## src/design/lmt_pkg.sv

```systemverilog
// ----------------------------------------------------------------------------
// lmt_pkg
// Types and constants shared by the LCD mode timer and register file.
// ----------------------------------------------------------------------------
`default_nettype none

package lmt_pkg;

  localparam int unsigned CFG_IDX_W  = 2;
  localparam int unsigned CFG_DATA_W = 10;
  localparam int unsigned ADDR_W     = 16;
  localparam int unsigned BYTE_W     = 8;

  typedef enum logic [1:0] {
    CMD_TICK  = 2'd0,
    CMD_READ  = 2'd1,
    CMD_WRITE = 2'd2,
    CMD_NOP   = 2'd3
  } lmt_cmd_t;

  typedef enum logic [1:0] {
    MODE_HBLANK   = 2'd0,
    MODE_VBLANK   = 2'd1,
    MODE_SEARCH   = 2'd2,
    MODE_TRANSFER = 2'd3
  } lmt_mode_t;

  typedef enum logic [CFG_IDX_W-1:0] {
    CFG_HBLANK_TICKS   = 2'd0,
    CFG_VBLANK_TICKS   = 2'd1,
    CFG_SEARCH_TICKS   = 2'd2,
    CFG_TRANSFER_TICKS = 2'd3
  } lmt_cfg_idx_t;

  localparam logic [ADDR_W-1:0] ADDR_LCDC = 16'hFF40;
  localparam logic [ADDR_W-1:0] ADDR_STAT = 16'hFF41;
  localparam logic [ADDR_W-1:0] ADDR_SCY  = 16'hFF42;
  localparam logic [ADDR_W-1:0] ADDR_SCX  = 16'hFF43;
  localparam logic [ADDR_W-1:0] ADDR_LY   = 16'hFF44;
  localparam logic [ADDR_W-1:0] ADDR_LYC  = 16'hFF45;
  localparam logic [ADDR_W-1:0] ADDR_BGP  = 16'hFF47;
  localparam logic [ADDR_W-1:0] ADDR_OBP0 = 16'hFF48;
  localparam logic [ADDR_W-1:0] ADDR_OBP1 = 16'hFF49;
  localparam logic [ADDR_W-1:0] ADDR_WY   = 16'hFF4A;
  localparam logic [ADDR_W-1:0] ADDR_WX   = 16'hFF4B;

  localparam logic [BYTE_W-1:0] UNMAPPED_DATA = 8'hFF;
  localparam logic [BYTE_W-1:0] LCDC_RESET    = 8'h91;
  localparam int unsigned       LCDC_ON_BIT   = 7;

  localparam logic [CFG_DATA_W-1:0] HBLANK_TICKS_RST   = 10'd204;
  localparam logic [CFG_DATA_W-1:0] VBLANK_TICKS_RST   = 10'd456;
  localparam logic [CFG_DATA_W-1:0] SEARCH_TICKS_RST   = 10'd80;
  localparam logic [CFG_DATA_W-1:0] TRANSFER_TICKS_RST = 10'd172;

  // status enable bit positions
  localparam int unsigned STAT_EN_HBL = 0;
  localparam int unsigned STAT_EN_VBL = 1;
  localparam int unsigned STAT_EN_OAM = 2;
  localparam int unsigned STAT_EN_LYC = 3;

  typedef struct packed {
    lmt_cmd_t          cmd;
    logic [ADDR_W-1:0] address;
    logic [BYTE_W-1:0] write_data;
    logic [BYTE_W-1:0] tick_count;
  } lmt_item_t;

  // register file view seen by the timer
  typedef struct packed {
    logic              lcd_on;
    logic [3:0]        stat_en;
    logic [BYTE_W-1:0] lyc;
    logic              ctrl_off;
  } lmt_view_t;

  // current timer state seen by the register file
  typedef struct packed {
    lmt_mode_t         mode;
    logic [BYTE_W-1:0] line;
    logic              coin;
  } lmt_tstat_t;

  typedef struct packed {
    lmt_mode_t         mode_now;
    logic [BYTE_W-1:0] line_now;
    logic              vblank_irq;
    logic              stat_irq;
    logic              render_request;
    logic              frame_done;
  } lmt_tres_t;

  typedef struct packed {
    logic [BYTE_W-1:0] read_data;
    lmt_mode_t         mode_now;
    logic [BYTE_W-1:0] line_now;
    logic              vblank_irq;
    logic              stat_irq;
    logic              render_request;
    logic              frame_done;
    logic              display_reset;
  } lmt_result_t;

endpackage

`default_nettype wire

```

## src/design/lmt_in_if.sv

```systemverilog
// ----------------------------------------------------------------------------
// lmt_in_if
// Input item channel: command, bus address, write byte and tick count.
// ----------------------------------------------------------------------------
`default_nettype none

interface lmt_in_if
  import lmt_pkg::*;
();
  logic       valid;
  logic       ready;
  logic [1:0] cmd;
  logic [15:0] address;
  logic [7:0] write_data;
  logic [7:0] tick_count;

  modport source (output valid, output cmd, output address, output write_data,
                  output tick_count, input ready);
  modport sink   (input valid, input cmd, input address, input write_data,
                  input tick_count, output ready);
endinterface

`default_nettype wire

```

## src/design/lmt_out_if.sv

```systemverilog
// ----------------------------------------------------------------------------
// lmt_out_if
// Result item channel: read byte, mode, line and event pulses.
// ----------------------------------------------------------------------------
`default_nettype none

interface lmt_out_if
  import lmt_pkg::*;
();
  logic       valid;
  logic       ready;
  logic [7:0] read_data;
  logic [1:0] mode_now;
  logic [7:0] line_now;
  logic       vblank_irq;
  logic       stat_irq;
  logic       render_request;
  logic       frame_done;
  logic       display_reset;

  modport source (output valid, output read_data, output mode_now, output line_now,
                  output vblank_irq, output stat_irq, output render_request,
                  output frame_done, output display_reset, input ready);
  modport sink   (input valid, input read_data, input mode_now, input line_now,
                  input vblank_irq, input stat_irq, input render_request,
                  input frame_done, input display_reset, output ready);
endinterface

`default_nettype wire

```

## src/design/lmt_cfg_if.sv

```systemverilog
// ----------------------------------------------------------------------------
// lmt_cfg_if
// Configuration write channel: register index and write data.
// ----------------------------------------------------------------------------
`default_nettype none

interface lmt_cfg_if
  import lmt_pkg::*;
();
  logic                  valid;
  logic                  ready;
  logic [CFG_IDX_W-1:0]  index;
  logic [CFG_DATA_W-1:0] data;

  modport source (output valid, output index, output data, input ready);
  modport sink   (input valid, input index, input data, output ready);
endinterface

`default_nettype wire

```

## src/design/lmt_regfile.sv

```systemverilog
// ----------------------------------------------------------------------------
// lmt_regfile
// Bus-visible registers at 0xFF40..0xFF4B: write decode and read mux.
// ----------------------------------------------------------------------------
`default_nettype none

module lmt_regfile
  import lmt_pkg::*;
(
  input  wire logic              clk,
  input  wire logic              rst_n,
  input  wire logic              step,
  input  wire lmt_item_t         item,
  input  wire lmt_tstat_t        tstat,
  output lmt_view_t              view,
  output logic [BYTE_W-1:0]      read_data
);

  logic [BYTE_W-1:0] lcdc_r, lcdc_nxt;
  logic [3:0]        stat_en_r, stat_en_nxt;
  logic [BYTE_W-1:0] scy_r, scy_nxt;
  logic [BYTE_W-1:0] scx_r, scx_nxt;
  logic [BYTE_W-1:0] lyc_r, lyc_nxt;
  logic [BYTE_W-1:0] bgp_r, bgp_nxt;
  logic [BYTE_W-1:0] obp0_r, obp0_nxt;
  logic [BYTE_W-1:0] obp1_r, obp1_nxt;
  logic [BYTE_W-1:0] wy_r, wy_nxt;
  logic [BYTE_W-1:0] wx_r, wx_nxt;
  logic [BYTE_W-1:0] rd_mux;
  logic              is_wr;

  assign is_wr = (item.cmd == CMD_WRITE);

  always_comb begin
    lcdc_nxt    = lcdc_r;
    stat_en_nxt = stat_en_r;
    scy_nxt     = scy_r;
    scx_nxt     = scx_r;
    lyc_nxt     = lyc_r;
    bgp_nxt     = bgp_r;
    obp0_nxt    = obp0_r;
    obp1_nxt    = obp1_r;
    wy_nxt      = wy_r;
    wx_nxt      = wx_r;
    if (is_wr) begin
      case (item.address)
        ADDR_LCDC: lcdc_nxt    = item.write_data;
        ADDR_STAT: stat_en_nxt = item.write_data[6:3];
        ADDR_SCY:  scy_nxt     = item.write_data;
        ADDR_SCX:  scx_nxt     = item.write_data;
        ADDR_LYC:  lyc_nxt     = item.write_data;
        ADDR_BGP:  bgp_nxt     = item.write_data;
        ADDR_OBP0: obp0_nxt    = item.write_data;
        ADDR_OBP1: obp1_nxt    = item.write_data;
        ADDR_WY:   wy_nxt      = item.write_data;
        ADDR_WX:   wx_nxt      = item.write_data;
        default: ;
      endcase
    end
  end

  always_comb begin
    case (item.address)
      ADDR_LCDC: rd_mux = lcdc_r;
      ADDR_STAT: rd_mux = {1'b0, stat_en_r, tstat.coin, tstat.mode};
      ADDR_SCY:  rd_mux = scy_r;
      ADDR_SCX:  rd_mux = scx_r;
      ADDR_LY:   rd_mux = tstat.line;
      ADDR_LYC:  rd_mux = lyc_r;
      ADDR_BGP:  rd_mux = bgp_r;
      ADDR_OBP0: rd_mux = obp0_r;
      ADDR_OBP1: rd_mux = obp1_r;
      ADDR_WY:   rd_mux = wy_r;
      ADDR_WX:   rd_mux = wx_r;
      default:   rd_mux = UNMAPPED_DATA;
    endcase
    read_data = (item.cmd == CMD_READ) ? rd_mux : '0;
  end

  always_comb begin
    view.lcd_on   = lcdc_r[LCDC_ON_BIT];
    view.stat_en  = stat_en_r;
    view.lyc      = lyc_r;
    view.ctrl_off = is_wr && (item.address == ADDR_LCDC) && !item.write_data[LCDC_ON_BIT];
  end

  always_ff @(posedge clk) begin
    if (!rst_n) begin
      lcdc_r    <= LCDC_RESET;
      stat_en_r <= '0;
      scy_r     <= '0;
      scx_r     <= '0;
      lyc_r     <= '0;
      bgp_r     <= '0;
      obp0_r    <= '0;
      obp1_r    <= '0;
      wy_r      <= '0;
      wx_r      <= '0;
    end else if (step) begin
      lcdc_r    <= lcdc_nxt;
      stat_en_r <= stat_en_nxt;
      scy_r     <= scy_nxt;
      scx_r     <= scx_nxt;
      lyc_r     <= lyc_nxt;
      bgp_r     <= bgp_nxt;
      obp0_r    <= obp0_nxt;
      obp1_r    <= obp1_nxt;
      wy_r      <= wy_nxt;
      wx_r      <= wx_nxt;
    end
  end

endmodule

`default_nettype wire

```

## src/design/lmt_timer.sv

```systemverilog
// ----------------------------------------------------------------------------
// lmt_timer
// Tick accumulator, mode sequencer, line counter and interval registers.
// ----------------------------------------------------------------------------
`default_nettype none

module lmt_timer
  import lmt_pkg::*;
#(
  parameter int unsigned VISIBLE_LINES    = 144,
  parameter int unsigned WRAP_LINE        = 153,
  parameter int unsigned TICK_ACCUM_WIDTH = 16
) (
  input  wire logic                  clk,
  input  wire logic                  rst_n,
  input  wire logic                  step,
  input  wire lmt_item_t             item,
  input  wire lmt_view_t             view,
  input  wire logic                  cfg_we,
  input  wire logic [CFG_IDX_W-1:0]  cfg_idx,
  input  wire logic [CFG_DATA_W-1:0] cfg_data,
  output lmt_tstat_t                 tstat,
  output lmt_tres_t                  tres
);

  localparam int unsigned TW = TICK_ACCUM_WIDTH;
  localparam logic [BYTE_W-1:0] VIS_LINE  = BYTE_W'(VISIBLE_LINES);
  localparam logic [BYTE_W-1:0] WRAP_LN   = BYTE_W'(WRAP_LINE);

  logic [CFG_DATA_W-1:0] hbl_ticks_r, vbl_ticks_r, oam_ticks_r, xfer_ticks_r;

  logic [TW-1:0]     acc_r, acc_nxt;
  lmt_mode_t         mode_r, mode_nxt;
  logic [BYTE_W-1:0] line_r, line_nxt;
  logic              coin_r, coin_nxt;

  logic [TW:0]           acc_sum;
  logic [TW-1:0]         acc_sat;
  logic [CFG_DATA_W-1:0] interval;
  logic [TW-1:0]         interval_ext;
  logic                  take;
  logic [BYTE_W-1:0]     line_inc;
  logic                  hit;
  logic                  vb, st, rq, fd;

  always_comb begin
    acc_sum = {1'b0, acc_r} + {{(TW-7){1'b0}}, item.tick_count};
    acc_sat = acc_sum[TW] ? {TW{1'b1}} : acc_sum[TW-1:0];
    case (mode_r)
      MODE_HBLANK:   interval = hbl_ticks_r;
      MODE_VBLANK:   interval = vbl_ticks_r;
      MODE_SEARCH:   interval = oam_ticks_r;
      MODE_TRANSFER: interval = xfer_ticks_r;
      default:       interval = xfer_ticks_r;
    endcase
    interval_ext = {{(TW-CFG_DATA_W){1'b0}}, interval};
    take     = (acc_sat >= interval_ext);
    line_inc = line_r + 8'd1;
    hit      = (line_inc == view.lyc);

    acc_nxt  = acc_r;
    mode_nxt = mode_r;
    line_nxt = line_r;
    coin_nxt = coin_r;
    vb = 1'b0;
    st = 1'b0;
    rq = 1'b0;
    fd = 1'b0;

    if (item.cmd == CMD_TICK) begin
      acc_nxt = acc_sat;
      if (view.lcd_on && take) begin
        acc_nxt = acc_sat - interval_ext;
        case (mode_r)
          MODE_HBLANK: begin
            line_nxt = line_inc;
            coin_nxt = hit;
            st       = hit && view.stat_en[STAT_EN_LYC];
            if (line_inc == VIS_LINE) begin
              vb       = 1'b1;
              mode_nxt = MODE_VBLANK;
              st       = st || view.stat_en[STAT_EN_VBL];
            end else begin
              mode_nxt = MODE_SEARCH;
              st       = st || view.stat_en[STAT_EN_OAM];
            end
          end
          MODE_VBLANK: begin
            line_nxt = line_inc;
            coin_nxt = hit;
            st       = hit && view.stat_en[STAT_EN_LYC];
            // frame wrap does not recheck the line compare
            if (line_inc >= WRAP_LN) begin
              mode_nxt = MODE_SEARCH;
              line_nxt = '0;
              fd       = 1'b1;
              st       = st || view.stat_en[STAT_EN_VBL];
            end
          end
          MODE_SEARCH: begin
            mode_nxt = MODE_TRANSFER;
          end
          default: begin
            rq       = 1'b1;
            mode_nxt = MODE_HBLANK;
            st       = view.stat_en[STAT_EN_HBL];
          end
        endcase
      end
    end

    if (view.ctrl_off) begin
      acc_nxt  = '0;
      line_nxt = '0;
      mode_nxt = MODE_HBLANK;
    end
  end

  always_comb begin
    tstat.mode = mode_r;
    tstat.line = line_r;
    tstat.coin = coin_r;
    tres.mode_now       = mode_nxt;
    tres.line_now       = line_nxt;
    tres.vblank_irq     = vb;
    tres.stat_irq       = st;
    tres.render_request = rq;
    tres.frame_done     = fd;
  end

  always_ff @(posedge clk) begin
    if (!rst_n) begin
      acc_r  <= '0;
      mode_r <= MODE_HBLANK;
      line_r <= '0;
      coin_r <= 1'b0;
    end else if (step) begin
      acc_r  <= acc_nxt;
      mode_r <= mode_nxt;
      line_r <= line_nxt;
      coin_r <= coin_nxt;
    end
  end

  always_ff @(posedge clk) begin
    if (!rst_n) begin
      hbl_ticks_r  <= HBLANK_TICKS_RST;
      vbl_ticks_r  <= VBLANK_TICKS_RST;
      oam_ticks_r  <= SEARCH_TICKS_RST;
      xfer_ticks_r <= TRANSFER_TICKS_RST;
    end else if (cfg_we) begin
      case (cfg_idx)
        CFG_HBLANK_TICKS:   hbl_ticks_r  <= cfg_data;
        CFG_VBLANK_TICKS:   vbl_ticks_r  <= cfg_data;
        CFG_SEARCH_TICKS:   oam_ticks_r  <= cfg_data;
        CFG_TRANSFER_TICKS: xfer_ticks_r <= cfg_data;
        default: ;
      endcase
    end
  end

endmodule

`default_nettype wire

```

## src/design/lcd_mode_timing_and_registers.sv

```systemverilog
// ----------------------------------------------------------------------------
// lcd_mode_timing_and_registers
// Scanline mode timer with STAT/vblank events and the LCD register file.
//
//   channel  dir  handshake      content
//   in_item  in   valid/ready    cmd, address, write_data, tick_count
//   out_item out  valid/ready    read_data, mode_now, line_now, event pulses
//   cfg_wr   in   valid/ready    index, data (interval registers, ready tied high)
//
// One item per cycle sustained while the result is not stalled.
// The item sits in an input register, one pass of decode, accumulator
// compare/subtract and read mux fills the result register.
// A stalled result holds the item in the input register; the input still
// takes an item when the result is being drained in the same cycle.
// Synchronous active-low reset; no clearing pass.
// ----------------------------------------------------------------------------
`default_nettype none

module lcd_mode_timing_and_registers
  import lmt_pkg::*;
#(
  parameter int unsigned VISIBLE_LINES    = 144,
  parameter int unsigned WRAP_LINE        = 153,
  parameter int unsigned TICK_ACCUM_WIDTH = 16
) (
  input  wire logic   clk,
  input  wire logic   rst_n,
  lmt_in_if.sink      in_item,
  lmt_out_if.source   out_item,
  lmt_cfg_if.sink     cfg_wr
);

  lmt_item_t   item_r;
  logic        in_valid_r;
  lmt_result_t res_r;
  logic        res_valid_r;
  logic        advance;

  lmt_view_t         view;
  lmt_tstat_t        tstat;
  lmt_tres_t         tres;
  logic [BYTE_W-1:0] read_data;
  lmt_result_t       res_nxt;

  assign advance       = in_valid_r && (!res_valid_r || out_item.ready);
  assign in_item.ready = !in_valid_r || advance;
  assign cfg_wr.ready  = 1'b1;

  always_ff @(posedge clk) begin
    if (!rst_n) begin
      in_valid_r <= 1'b0;
    end else if (in_item.valid && in_item.ready) begin
      in_valid_r <= 1'b1;
    end else if (advance) begin
      in_valid_r <= 1'b0;
    end
  end

  always_ff @(posedge clk) begin
    if (in_item.valid && in_item.ready) begin
      item_r.cmd        <= lmt_cmd_t'(in_item.cmd);
      item_r.address    <= in_item.address;
      item_r.write_data <= in_item.write_data;
      item_r.tick_count <= in_item.tick_count;
    end
  end

  lmt_regfile u_regfile (
    .clk       (clk),
    .rst_n     (rst_n),
    .step      (advance),
    .item      (item_r),
    .tstat     (tstat),
    .view      (view),
    .read_data (read_data)
  );

  lmt_timer #(
    .VISIBLE_LINES    (VISIBLE_LINES),
    .WRAP_LINE        (WRAP_LINE),
    .TICK_ACCUM_WIDTH (TICK_ACCUM_WIDTH)
  ) u_timer (
    .clk      (clk),
    .rst_n    (rst_n),
    .step     (advance),
    .item     (item_r),
    .view     (view),
    .cfg_we   (cfg_wr.valid && cfg_wr.ready),
    .cfg_idx  (cfg_wr.index),
    .cfg_data (cfg_wr.data),
    .tstat    (tstat),
    .tres     (tres)
  );

  always_comb begin
    res_nxt.read_data      = read_data;
    res_nxt.mode_now       = tres.mode_now;
    res_nxt.line_now       = tres.line_now;
    res_nxt.vblank_irq     = tres.vblank_irq;
    res_nxt.stat_irq       = tres.stat_irq;
    res_nxt.render_request = tres.render_request;
    res_nxt.frame_done     = tres.frame_done;
    res_nxt.display_reset  = view.ctrl_off;
  end

  always_ff @(posedge clk) begin
    if (!rst_n) begin
      res_valid_r <= 1'b0;
    end else if (advance) begin
      res_valid_r <= 1'b1;
    end else if (out_item.ready) begin
      res_valid_r <= 1'b0;
    end
  end

  always_ff @(posedge clk) begin
    if (advance) begin
      res_r <= res_nxt;
    end
  end

  assign out_item.valid          = res_valid_r;
  assign out_item.read_data      = res_r.read_data;
  assign out_item.mode_now       = res_r.mode_now;
  assign out_item.line_now       = res_r.line_now;
  assign out_item.vblank_irq     = res_r.vblank_irq;
  assign out_item.stat_irq       = res_r.stat_irq;
  assign out_item.render_request = res_r.render_request;
  assign out_item.frame_done     = res_r.frame_done;
  assign out_item.display_reset  = res_r.display_reset;

  // an item leaving the input register always lands in the result register
  a_advance_fills: assert property (@(posedge clk) disable iff (!rst_n)
    advance |=> res_valid_r)
    else $error("result register not filled after advance");

  // a blocked item stays put in the input register
  a_in_hold: assert property (@(posedge clk) disable iff (!rst_n)
    in_valid_r && !advance |=> in_valid_r && $stable(item_r))
    else $error("input item lost while blocked");

  a_frame_done: assert property (@(posedge clk) disable iff (!rst_n)
    res_valid_r && res_r.frame_done |->
      res_r.line_now == '0 && res_r.mode_now == MODE_SEARCH)
    else $error("frame done without wrap to line zero");

  a_vblank_mode: assert property (@(posedge clk) disable iff (!rst_n)
    res_valid_r && res_r.vblank_irq |-> res_r.mode_now == MODE_VBLANK)
    else $error("vblank pulse outside vblank");

  a_render_mode: assert property (@(posedge clk) disable iff (!rst_n)
    res_valid_r && res_r.render_request |-> res_r.mode_now == MODE_HBLANK)
    else $error("render request outside hblank entry");

endmodule

`default_nettype wire
```

## src/flat_wrapper.sv

```systemverilog
// flat-port wrapper written by rule: the top's interface ports become plain ports
module lcd_mode_timing_and_registers_flat import lmt_pkg::*;
#(
  parameter int unsigned VISIBLE_LINES    = 144,
  parameter int unsigned WRAP_LINE        = 153,
  parameter int unsigned TICK_ACCUM_WIDTH = 16
)
  (clk, rst_n, in_item_valid, in_item_cmd, in_item_address, in_item_write_data, in_item_tick_count, in_item_ready, out_item_valid, out_item_read_data, out_item_mode_now, out_item_line_now, out_item_vblank_irq, out_item_stat_irq, out_item_render_request, out_item_frame_done, out_item_display_reset, out_item_ready, cfg_wr_valid, cfg_wr_index, cfg_wr_data, cfg_wr_ready);
  lmt_in_if in_item_i ();
  lmt_out_if out_item_i ();
  lmt_cfg_if cfg_wr_i ();
  input  wire logic clk;
  input  wire logic rst_n;
  input wire logic [$bits(in_item_i.valid)-1:0] in_item_valid;
  input wire logic [$bits(in_item_i.cmd)-1:0] in_item_cmd;
  input wire logic [$bits(in_item_i.address)-1:0] in_item_address;
  input wire logic [$bits(in_item_i.write_data)-1:0] in_item_write_data;
  input wire logic [$bits(in_item_i.tick_count)-1:0] in_item_tick_count;
  output wire logic [$bits(in_item_i.ready)-1:0] in_item_ready;
  output wire logic [$bits(out_item_i.valid)-1:0] out_item_valid;
  output wire logic [$bits(out_item_i.read_data)-1:0] out_item_read_data;
  output wire logic [$bits(out_item_i.mode_now)-1:0] out_item_mode_now;
  output wire logic [$bits(out_item_i.line_now)-1:0] out_item_line_now;
  output wire logic [$bits(out_item_i.vblank_irq)-1:0] out_item_vblank_irq;
  output wire logic [$bits(out_item_i.stat_irq)-1:0] out_item_stat_irq;
  output wire logic [$bits(out_item_i.render_request)-1:0] out_item_render_request;
  output wire logic [$bits(out_item_i.frame_done)-1:0] out_item_frame_done;
  output wire logic [$bits(out_item_i.display_reset)-1:0] out_item_display_reset;
  input wire logic [$bits(out_item_i.ready)-1:0] out_item_ready;
  input wire logic [$bits(cfg_wr_i.valid)-1:0] cfg_wr_valid;
  input wire logic [$bits(cfg_wr_i.index)-1:0] cfg_wr_index;
  input wire logic [$bits(cfg_wr_i.data)-1:0] cfg_wr_data;
  output wire logic [$bits(cfg_wr_i.ready)-1:0] cfg_wr_ready;
  assign in_item_i.valid = in_item_valid;
  assign in_item_i.cmd = in_item_cmd;
  assign in_item_i.address = in_item_address;
  assign in_item_i.write_data = in_item_write_data;
  assign in_item_i.tick_count = in_item_tick_count;
  assign in_item_ready = in_item_i.ready;
  assign out_item_valid = out_item_i.valid;
  assign out_item_read_data = out_item_i.read_data;
  assign out_item_mode_now = out_item_i.mode_now;
  assign out_item_line_now = out_item_i.line_now;
  assign out_item_vblank_irq = out_item_i.vblank_irq;
  assign out_item_stat_irq = out_item_i.stat_irq;
  assign out_item_render_request = out_item_i.render_request;
  assign out_item_frame_done = out_item_i.frame_done;
  assign out_item_display_reset = out_item_i.display_reset;
  assign out_item_i.ready = out_item_ready;
  assign cfg_wr_i.valid = cfg_wr_valid;
  assign cfg_wr_i.index = cfg_wr_index;
  assign cfg_wr_i.data = cfg_wr_data;
  assign cfg_wr_ready = cfg_wr_i.ready;
  lcd_mode_timing_and_registers #(.VISIBLE_LINES(VISIBLE_LINES), .WRAP_LINE(WRAP_LINE), .TICK_ACCUM_WIDTH(TICK_ACCUM_WIDTH)) u_core (.clk(clk), .rst_n(rst_n), .in_item(in_item_i), .out_item(out_item_i), .cfg_wr(cfg_wr_i));
endmodule
```

## config.mk

```make
export PLATFORM = sky130hd
export DESIGN_NAME = lcd_mode_timing_and_registers_flat
export DESIGN_NICKNAME = d
export VERILOG_FILES = /design/src/design/lmt_pkg.sv /design/src/design/lmt_in_if.sv /design/src/design/lmt_out_if.sv /design/src/design/lmt_cfg_if.sv /design/src/design/lmt_regfile.sv /design/src/design/lmt_timer.sv /design/src/design/lcd_mode_timing_and_registers.sv /design/src/flat_wrapper.sv
export SDC_FILE = /design/constraint.sdc
export NUM_CORES = 1
export LEC_CHECK = 0
export BUFFER_PORTS_ARGS = -buffer_cell sky130_fd_sc_hd__clkbuf_2
export CAP_MARGIN = 20
export CORE_MARGIN = 10
export CORE_UTILIZATION = 65
export DETAILED_ROUTE_END_ITERATION = 12
export PLACE_DENSITY = 0.85
export SYNTH_ARGS = -nofsm -noshare
export SYNTH_HDL_FRONTEND = slang
export SYNTH_SLANG_ARGS = --single-unit
```

## constraint.sdc

```tcl
create_clock -name clk -period 8.1 [get_ports clk]
set_clock_uncertainty 0.1 [all_clocks]
set_input_delay 1.62 -clock clk [delete_from_list [all_inputs] [get_ports clk]]
set_output_delay 1.62 -clock clk [all_outputs]
set_load 0.01 [all_outputs]
```

==> impl_metrics.ini <==
[final_layout]
regArea_um2 = 4610
fillers = 1103
multiInputGateArea_um2 = 4830
finalCoreUtilization = 0.744
num-nets-final = 1230
antennaDiodeCount = 0
final_area_um2 = 10900
syn2layout_area_growth_pct = 11.2
drive_gt1_frac = 0.125

[worst_setup_path]
rrSetupSlack_ps = 2860
cp_top_family = compound AO/OA/AOI/OAI gates
reg2regPathDepth = 17
r2r_start = u_core.item_r[0]
cp-end-kind = register
worstPathRequired_ps = 8420
path_class = reg2reg
r2r-end = u_core.u_timer.line_r[7]
crit_arrival_ps = 5550
path_buf_inv = 1
worst-path-max-fanout = 11
crit_start = u_core.item_r[0]
endpoint = u_core.u_timer.line_r[7]
critPathSlowestCell = a21oi_1
start_kind = register
cp_num_cells = 17
slowest_delay_ps = 560
crit_chain = ha_1 > fa_1 > a211oi_1 > o211a_1 > or3_1 > nand2b_1 > fa_1 > a21o_1 > a21oi_1 > o21ai_0 > nor3b_1 > nor3_2 > a211oi_1 > buf_2 > a21oi_1 > nand3_1 > o211ai_1

[clocking]
cts.clk_slew.worst_paths_ps = 60
post_cts_buffers = 0
cts.sinks = 202
hold_buffers = 0
cts_buffers = 21
cts_tree = built
cts_max_path_buffers = 3
cts_root_buf = clkbuf_16
clock_latency_ps = 500
htree_levels = 1
cts_resized = 0

[grt]
grt_max_degree = 81
grt_pass1_wl_um = 40100
antenna_found_initial = 0
grt_pass1_vias = 7961
grt_usage = 0.238
grt_overflow = 0

[logic_synthesis]
synth-async-reset-ratio = 0
syn_nets = 1185
synth-edff-count = 57
synth_area_um2 = 9800
synth_common_cells = nand2_1 (217), dfxtp_1 (145), a21oi_1 (121), nand3_1 (95), clkbuf_1 (61)
yosys.area.top_type = dfxtp_1
yosys-top-cells-area = dfxtp_1 (30%), edfxtp_1 (17%), nand2_1 (8.3%)
ys_seq_elements = 202
yosysMostFrequentCell = nand2_1
ys.flop_type = dfxtp_1
synth_area_per_cell_um2 = 8.81
synth_cell_types = 72
synth_top_area_share = 0.296
yosysWarnings = 0
ys_seq_area_frac = 0.471
synthCells = 1112

[sta]
min_period_over_period = 0.646
hold_violations = 0
max_clock_freq_mhz = 191
drv_slew = 0
period_minus_slack_ps = 5240
finalSetupTns_ps = 0
rsz0062_at_grt = no
tightestPinTransition_ps = 1050
max_slew_margin = 0.301
finalSetupViolations = 0

[pwr]
vdd_drop_max_mv = 0.164
p_leak_nw = 3.92
powerDensity_nw_per_um2 = 205
fin_total_pwr_mw = 2.23

[detailed_routing]
routed_via_density = 6.40
drt_wl_total_um = 24900
ant_nets = 0
first_pass_iters = 7
drt_iter0_drc = 958
wl_per_cell_um = 18.4
num_vias = 8684
drc_errors = 0

[floorplan]
chipHeight_um = 143
core_area_um2 = 14600
row_count = 44
die_area_um2 = 20400
die_x_um = 143
io_pins = 77
initial_utilization = 0.669

[run]
drv_cap = 0

[placed_design]
numPortBuffers = 75
gp_congestion = 0.978
dp_hpwl_um = 16600
place_area_um2 = 10300

[run_status]
status = finished clean

[min_path]
min_path_type = reg2reg
power by group:
group / leakage [nW] / total, mW / internal, mW / switching (mW)
Sequential: 1.72 / 1.09 / 1.07 / 0.0226
Clock: 0.307 / 0.884 / 0.507 / 0.377
Combinational: 1.90 / 0.257 / 0.100 / 0.157
cells by family after synthesis:
group	Yosys count	share of synthesized area
XOR/XNOR	37	0.0331
buffers and inverters	95	0.0373
AO/OA/AOI/OAI	265	0.172
flip-flops	202	0.471
AND/OR/NAND/NOR	467	0.220
multiplexers	23	0.0368
adder cells (fa/ha/maj)	22	0.0296
other	1	0.000383
worst reg2reg max path, delay by kind of cell (launching register included):
kind	cells	cell delay [ps]
and+or+nand+nor	5	1200
AOI/OAI and AO/OA	8	2060
adders and majority gates	3	1230
buffers and inverters	1	200
DFF	1	360
layout make-up:
class	instances	share of cell area
well taps	184	0.0211
clock buffers	32	0.0548
multi-input cells	815	0.443
inverters	25	0.00872
repair buffers	92	0.0463
clock inverters	6	0.00276
flip-flops and latches	202	0.423
worst min-delay path by stage:
| stage | start | endpoint | slack [ps] | depth (start not counted) |
|---|---|---|---|---|
| final | u_core.u_regfile.scy_r[4] | u_core.u_regfile.scy_r[4] | 350 | 2 |
| after global routing | u_core.u_regfile.obp0_r[1] | u_core.u_regfile.obp0_r[1] | 360 | 2 |
| after CTS | u_core.u_regfile.lcdc_r[6] | u_core.u_regfile.lcdc_r[6] | 350 | 2 |
| after detailed placement | u_core.u_timer.oam_ticks_r[9] | u_core.u_timer.oam_ticks_r[9] | 340 | 2 |
| after global placement | u_core.u_regfile.obp0_r[1] | u_core.u_regfile.obp0_r[1] | 340 | 2 |
| after floorplan | u_core.u_timer.acc_r[2] | u_core.u_timer.acc_r[2] | 330 | 2 |
sequential cells by signal, summed over array words and instances (netlist names), 10 cells and up:
signal and count:
u_core.u_timer.oam_ticks_r 10, u_core.u_timer.xfer_ticks_r 10, u_core.u_timer.vbl_ticks_r 10, u_core.u_timer.acc_r 16, u_core.item_r 34, u_core.u_timer.hbl_ticks_r 10
metal layers:
metal	track usage	vias to the layer above	share of wire
met5	0	-	0
met4	0.0749	0	0.033
met3	0.0434	81	0.10
met2	0.373	484	0.44
met1	0.328	4032	0.42
li1	-	4087	-
through the flow:
stage	hold slack, ps	std cells	setup WS (ps)
after floorplan	332	1112	3500
after global placement	337	1316	3000
after detailed placement	344	1316	2830
after CTS	353	1354	2830
after global routing	364	1356	2500
final	352	1356	2860
layout by cell type, fill, tap and decap left out, drive strengths merged, types with 8 or more instances in the layout:
cell type  Yosys  final
ha            20     20
a22o           9      9
nand4          9      9
xor2          12     12
xnor2         25     25
nand2b         8      8
nor2          60     60
mux2i         12     12
a21oi        121    121
dfxtp        145    145
nand3         95     95
nand2        217    217
mux4          10     10
a31oi         11     11
inv           24     24
a221oi        15     15
buf            9     17
o21ai         39     39
or3           11     11
edfxtp        57     57
clkbuf        61    107
a22oi          8      8
nor3          19     19
No activity file was read; power rests on OpenSTA's default activity.
